<file path="src/hw/rtl/stsm_pkg.sv">
`timescale 1ns / 1ps
// Shared types and constants for the sorted table salvage matcher.
// No dependencies; imported by the controller, datapath and top level.
package stsm_pkg;

	localparam int IDX_W  = 10;
	localparam int DATA_W = 32;
	localparam int CNT_W  = 16;
	localparam int CFG_W  = 11;

	localparam logic MODE_LOAD  = 1'b0;
	localparam logic MODE_PROBE = 1'b1;

	localparam logic [CNT_W-1:0] CNT_MAX = '1;

	// controller -> datapath
	typedef struct packed {
		logic capture;
		logic load_wr;
		logic start;
		logic look;
		logic finish;
	} cmd_t;

	// datapath -> controller
	typedef struct packed {
		logic count_zero;
		logic search_done;
		logic out_free;
	} sts_t;

endpackage

</file>
<file path="src/hw/rtl/stsm_ctrl.sv">
`timescale 1ns / 1ps
// Controller state machine: sequences loads and binary-search probes.
// Depends on stsm_pkg.
module stsm_ctrl
	import stsm_pkg::*;
(
	input  logic clk,
	input  logic arst_n,
	input  logic in_valid,
	input  logic mode,
	output logic in_stall,
	input  sts_t sts,
	output cmd_t cmd
);

	typedef enum logic [4:0] {
		ST_IDLE  = 5'b00001,
		ST_LOAD  = 5'b00010,
		ST_START = 5'b00100,
		ST_LOOK  = 5'b01000,
		ST_FIN   = 5'b10000
	} state_t;

	state_t state_q, state_n;

	always_comb begin
		state_n = state_q;
		cmd     = '0;
		unique case (state_q)
			ST_IDLE: begin
				if (in_valid) begin
					cmd.capture = 1'b1;
					state_n     = (mode == MODE_PROBE) ? ST_START : ST_LOAD;
				end
			end
			ST_LOAD: begin
				cmd.load_wr = 1'b1;
				state_n     = ST_IDLE;
			end
			ST_START: begin
				cmd.start = 1'b1;
				state_n   = sts.count_zero ? ST_FIN : ST_LOOK;
			end
			ST_LOOK: begin
				cmd.look = 1'b1;
				if (sts.search_done) begin
					state_n = ST_FIN;
				end
			end
			ST_FIN: begin
				if (sts.out_free) begin
					cmd.finish = 1'b1;
					state_n    = ST_IDLE;
				end
			end
			default: begin
				state_n = ST_IDLE;
			end
		endcase
	end

	always_ff @(posedge clk or negedge arst_n) begin
		if (!arst_n) begin
			state_q <= ST_IDLE;
		end else begin
			state_q <= state_n;
		end
	end

	assign in_stall = (state_q != ST_IDLE);

endmodule

</file>
<file path="config.mk">
export PLATFORM = sky130hd
export DESIGN_NAME = stsm_ctrl
export DESIGN_NICKNAME = d
export VERILOG_FILES = /design/src/hw/rtl/stsm_pkg.sv /design/src/hw/rtl/stsm_ctrl.sv
export SDC_FILE = /design/constraint.sdc
export NUM_CORES = 1
export LEC_CHECK = 0
export BUFFER_PORTS_ARGS = -buffer_cell sky130_fd_sc_hd__buf_2
export CAP_MARGIN = 40
export CORE_AREA = 2 2 39 41
export CTS_CLUSTER_DIAMETER = 80
export CTS_CLUSTER_SIZE = 30
export DETAILED_ROUTE_END_ITERATION = 16
export DIE_AREA = 0 0 41 43
export MAX_ROUTING_LAYER = met4
export PLACE_DENSITY = 0.5
export SYNTH_ARGS = -nofsm -noshare
export SYNTH_HDL_FRONTEND = slang
export SYNTH_SLANG_ARGS = --single-unit
</file>
<file path="constraint.sdc">
create_clock -name clk -period 2.58 [get_ports clk]
set_clock_uncertainty 0.05 [all_clocks]
set_input_delay 0.387 -clock clk [delete_from_list [all_inputs] [get_ports clk]]
set_output_delay 0.387 -clock clk [all_outputs]
set_load 0.05 [all_outputs]
</file>
==> flow_metrics.env, run 1 <==
export IMPL_boundaryPins=13
export IMPL_r2r_slack_ps=1360
export IMPL_cts_buffers=3
export IMPL_rows=14
export IMPL_relSlewSlack=0.740
export IMPL_synth_distinct_cells=19
export IMPL_htree_num_levels=1
export IMPL_critPathLaunch="state_q[4]"
export IMPL_placed_area_um2=365
export IMPL_p_per_area_nw_per_um2=764
export IMPL_ir_drop_mv=0.300
export IMPL_drv_cap=0
export IMPL_hold_violations=0
export IMPL_synth_seq_cells=5
export IMPL_fill_cells=153
export IMPL_largest_reg_flops=5
export IMPL_slew_viol_final=0
export IMPL_setup_viol=0
export IMPL_rr_startpoint="state_q[4]"
export IMPL_dieArea_um2=1760
export IMPL_netlist_top_cells_count="dfrtp_1 (4), nor3_1 (4), nand2_1 (3)"
export IMPL_holdBufCountCts=1
export IMPL_grt_pass1_wl_um=903
export IMPL_yosys_area_top_type="dfrtp_1"
export IMPL_status="completed"
export IMPL_drt_pre_antenna_iters=2
export IMPL_top_register="state_q"
export IMPL_ys_seq_area_frac=0.426
export IMPL_syn_area_um2=297
export IMPL_fin_ws_ps=666
export IMPL_fin_crit_ps=1910
export IMPL_drt_iter0_drc=3
export IMPL_grt_max_degree=9
export IMPL_port_buffers=12
export IMPL_die_h_um=43
export IMPL_leakagePower_uw=0.000197
export IMPL_r2r_end="state_q[2]"
export IMPL_grt_use_total=0.0788
export IMPL_endpoint_kind="output pin"
export IMPL_area_growth_pct=35.4
export IMPL_wl_per_cell_um=9.66
export IMPL_rsz0062_at_grt="false"
export IMPL_start_util=0.214
export IMPL_finalCoreUtilization=0.290
export IMPL_diodes=0
export IMPL_clkTransAtPathRegs_ps=40
export IMPL_cp_required_ps=2140
export IMPL_cts_root_buf="clkbuf_4"
export IMPL_num_vias=278
export IMPL_crit_path_end="cmd[4]"
export IMPL_worstRegToRegCells=3
export IMPL_yosys_warnings=0
export IMPL_antenna_found_initial=0
export IMPL_clockBufferDepth=2
export IMPL_synth_area_leaders="dfrtp_1 (34%), dfstp_2 (8.9%), nor3_1 (6.8%), and4b_4 (4.6%), and2_1 (4.2%)"
export IMPL_synthFlopType="dfrtp_1"
export IMPL_syn_avg_cell_area_um2=9.88
export IMPL_synth_top_area_share=0.338
export IMPL_wl_um=599
export IMPL_ctsResizeCount=0
export IMPL_place_gp_congestion=0.654
export IMPL_synth_enable_flop_cells=0
export IMPL_clk_latency_ps=230
export IMPL_syn_nets=37
export IMPL_crit_fanout=8
export IMPL_design_area_um2=402
export IMPL_fmax_ghz=0.522
export IMPL_reg_largest_list="state_q (5)"
export IMPL_via_per_inst=4.48
export IMPL_cts_tree="done"
export IMPL_drc=0
export IMPL_grt_pass1_vias=238
export IMPL_grt_ovfl_total=0
export IMPL_pre_cts_ws_ps=919
export IMPL_synthCells=30
export IMPL_cp_arrival_ps=1480
export IMPL_min_delay_path_class="primary input to flop"
export IMPL_cts_setup_buffers=0
export IMPL_async_flop_share=1.00
export IMPL_drive_gt1_frac=0.413
export IMPL_hpwlAfterDp_um=487
export IMPL_worstMarginPinSlew_ps=385
export IMPL_ant_nets=0
export IMPL_die_x_um=41
export IMPL_setup_tns_ps=0
export IMPL_clkSinkCount=5
export IMPL_startpoint_type="flop"
export IMPL_finalNetCount=54
export IMPL_fin_crit_sh=0.742
export IMPL_critPathKind="flop to output pin"
export IMPL_whs_ps=325
export IMPL_core_area_um2=1380
## through the flow
step,cells,total power [uW]
floorplan,30,194
global placement,57,221
detailed placement,57,220
CTS,62,311
global route,62,330
finish,62,307
## worst max-delay path, stage by stage (launching register included)
cell	delay, ps
dfrtp_1	450
nor3_2	250
and4b_4	280
buf_2	260
## placed cells by master (no fill, tap or decap), types with 2 or more instances in the layout
cell,instances
nand2b_1,2
nor4_1,2
clkbuf_4,3
and2_1,2
buf_2,12
dfrtp_1,4
nor3_1,4
nand2_1,3
## area by class of cell
| type | count | area, um2 | share of cell area |
|---|---|---|---|
| Tap cell | 16 | 20.0 | 0.0498 |
| Sequential cell | 5 | 126 | 0.315 |
| Timing Repair Buffer | 13 | 70.1 | 0.174 |
| Clock buffer | 4 | 26.3 | 0.0654 |
| Multi-Input combinational cell | 24 | 159 | 0.396 |
## logic make-up (layout without fill, tap and decap cells)
kind of cell	count (synthesis)	count (layout)	synth area share
flops	5	5	0.426
compound gates	3	3	0.0802
buf+inv	1	17	0.0380
simple gates	21	21	0.456
## how the worst min path moves through the flow
stage / start / to / slack [ps] / cells after the start
floorplan: arst_n / state_q[1] / 40 / 0
global placement: arst_n / state_q[3] / 160 / 1
detailed placement: arst_n / state_q[3] / 150 / 1
CTS: mode / state_q[2] / 320 / 2
global route: mode / state_q[2] / 350 / 2
finish: mode / state_q[2] / 330 / 2
## power breakdown
part | switching [uW] | leakage [uW] | internal (uW)
clock | 28.9 | 0.0000150 | 58.3
combinational | 73.3 | 0.000117 | 36.1
sequential | 17.7 | 0.0000652 | 92.5
total | 120 | 0.000197 | 187
## routing by layer
metal  track usage  part of all wire  vias to the layer above
met5             -                 0                        -
met4        0.0400                 0                        0
met3        0.0314              0.11                        0
met2         0.100              0.42                        9
met1         0.105              0.47                      124
li1              -                 -                      145
No activity file was read; power rests on OpenSTA's default activity.
==> inputs of run 2 (changes only) <==
==> constraint.sdc (replaced) <==
create_clock -name clk -period 1.9 [get_ports clk]
set_clock_uncertainty 0.05 [all_clocks]
set_input_delay 0.285 -clock clk [delete_from_list [all_inputs] [get_ports clk]]
set_output_delay 0.285 -clock clk [all_outputs]
set_load 0.05 [all_outputs]
==> run 2 against run 1 <==
Effect of this change:
- cell count stayed put
- worst hold slack worse by 110 ps
- global-route usage is 0.82 points higher
- cell area is 5.0% higher
- sequential power is 39% higher
- highest routed layer unchanged
- first-iteration DRC count is 130% higher
- power is 39% higher
- clock power is 38% higher
- combinational power is 39% higher
- critical path depth stayed put
- die area stayed put
==> flow_metrics.env, run 2 (synthesized netlist as in run 1, its figures left out) <==
export IMPL_min_from="mode"
export IMPL_rows=14
export IMPL_p_int_uw=257
export IMPL_via_per_inst=4.53
export IMPL_antenna_found_initial=0
export IMPL_setup_tns_ps=0
export IMPL_boundaryPins=13
export IMPL_grt_use_total=0.0870
export IMPL_stdcell_count=62
export IMPL_worstMarginPinSlew_ps=365
export IMPL_cts_setup_buffers=0
export IMPL_relSlewSlack=0.753
export IMPL_power_switching_uw=168
export IMPL_wl_um=601
export IMPL_rr_startpoint="state_q[4]"
export IMPL_reg_largest_list="state_q (5)"
export IMPL_die_h_um=43
export IMPL_grt_pass1_wl_um=966
export IMPL_top_register="state_q"
export IMPL_clk_latency_ps=240
export IMPL_cts_root_buf="clkbuf_4"
export IMPL_finalCoreUtilization=0.305
export IMPL_fmax_ghz=0.548
export IMPL_leakagePower_uw=0.000202
export IMPL_p_per_area_nw_per_um2=1010
export IMPL_die_x_um=41
export IMPL_place_gp_congestion=0.694
export IMPL_p_sw_frac=0.395
export IMPL_cp_arrival_ps=1490
export IMPL_critPathKind="flop to output pin"
export IMPL_wl_met3_um=44
export IMPL_htree_num_levels=1
export IMPL_final_cell_mix="buf_2 (11), clkbuf_4 (4), dfrtp_1 (4), nor3_1 (3), nand2_1 (3)"
export IMPL_clkSinkCount=5
export IMPL_p_seq_frac=0.359
export IMPL_drive_gt1_frac=0.478
export IMPL_hold_violations=0
export IMPL_pwr_share_clk=0.283
export IMPL_drt_pre_antenna_iters=3
export IMPL_mostFrequentLayoutCell="buf_2"
export IMPL_drt_iter0_drc=7
export IMPL_grt_max_degree=9
export IMPL_finalNetCount=54
export IMPL_ir_drop_mv=0.464
export IMPL_fin_crit_ps=1830
export IMPL_highest_layer="met3"
export IMPL_grt_pass1_vias=258
export IMPL_combPwrFrac=0.357
export IMPL_drv_cap=0
export IMPL_slew_viol_final=0
export IMPL_drc=0
export IMPL_fin_crit_sh=0.961
export IMPL_power_uw=425
export IMPL_area_growth_pct=42.2
export IMPL_setup_viol=0
export IMPL_num_vias=281
export IMPL_cts_tree="done"
export IMPL_clkTransAtPathRegs_ps=40
export IMPL_port_buffers=12
export IMPL_numPlacedInstances=57
export IMPL_startpoint_type="flop"
export IMPL_endpoint_kind="output pin"
export IMPL_start_util=0.214
export IMPL_wl_met2_um=286
export IMPL_cp_required_ps=1560
export IMPL_pre_cts_ws_ps=305
export IMPL_dieArea_um2=1760
export IMPL_ant_nets=0
export IMPL_fin_ws_ps=73.7
export IMPL_largest_reg_flops=5
export IMPL_crit_fanout=8
export IMPL_core_area_um2=1380
export IMPL_hpwlAfterDp_um=493
export IMPL_critPathLaunch="state_q[4]"
export IMPL_wl_per_cell_um=9.69
export IMPL_cts_buffers=3
export IMPL_wl_met1_um=271
export IMPL_min_delay_path_class="primary input to flop"
export IMPL_rsz0062_at_grt="false"
export IMPL_status="completed"
export IMPL_grt_ovfl_total=0
export IMPL_diodes=0
export IMPL_clockBufferDepth=2
## run 2: changes by cell type in the layout (fill, tap and decap cells not counted), sizes merged
cell    previous run  this run
buf               12        11
clkbuf             4         5
## run 2: routing by layer
metal  up-vias  GRT usage
li1        144          -
met1       130     0.0951
met2         7      0.116
met3         0     0.0471
met4         0     0.0600
met5         -          -
## run 2: metrics by stage
stage | hold slack, ps | instance area [um2]
floorplan | -60.6 | 314
global placement | 52.7 | 383
detailed placement | 54.8 | 383
CTS | 210 | 419
global route | 218 | 422
finish | 219 | 422
## run 2: power groups by stage
stage | Clock [uW] | Combinational, uW | Sequential [uW]
4_1_cts | 129 | 151 | 153
3_5_place_dp | 0 | 149 | 155
2_1_floorplan | 0 | 122 | 147
5_1_grt | 142 | 164 | 156
3_3_place_gp | 0 | 150 | 155
6_report | 120 | 152 | 153
## run 2: what timing repair did
item | 4_1_cts | 5_1_grt
hold endpoints to repair | 5 | 0
setup endpoints to repair | 0 | 1
hold buffers | 1 | 0
resized for setup | 0 | 1
## run 2: critical path, stage by stage, from the launching register on
cell and delay [ps]:
dfrtp_1 460, nor3_2 270, and4b_4 290, clkbuf_4 230
## run 2: final timing paths
kind | slack [ps] | end | cells past startpoint
max in group asynchronous | 1260 | state_q[0] | 2
min | 220 | state_q[2] | 2
max reg2reg | 640 | state_q[2] | 3
min reg2reg | 640 | state_q[0] | 2
max | 70 | cmd[4] | 3
min in group asynchronous | 330 | state_q[2] | 2
## run 2: cell type report
class | instances | area (um2)
clock buffers | 4 | 26.3
repair buffers | 13 | 72.6
multi-input cells | 24 | 176
fillers | 148 | 962
well taps | 16 | 20.0
flip-flops and latches | 5 | 126
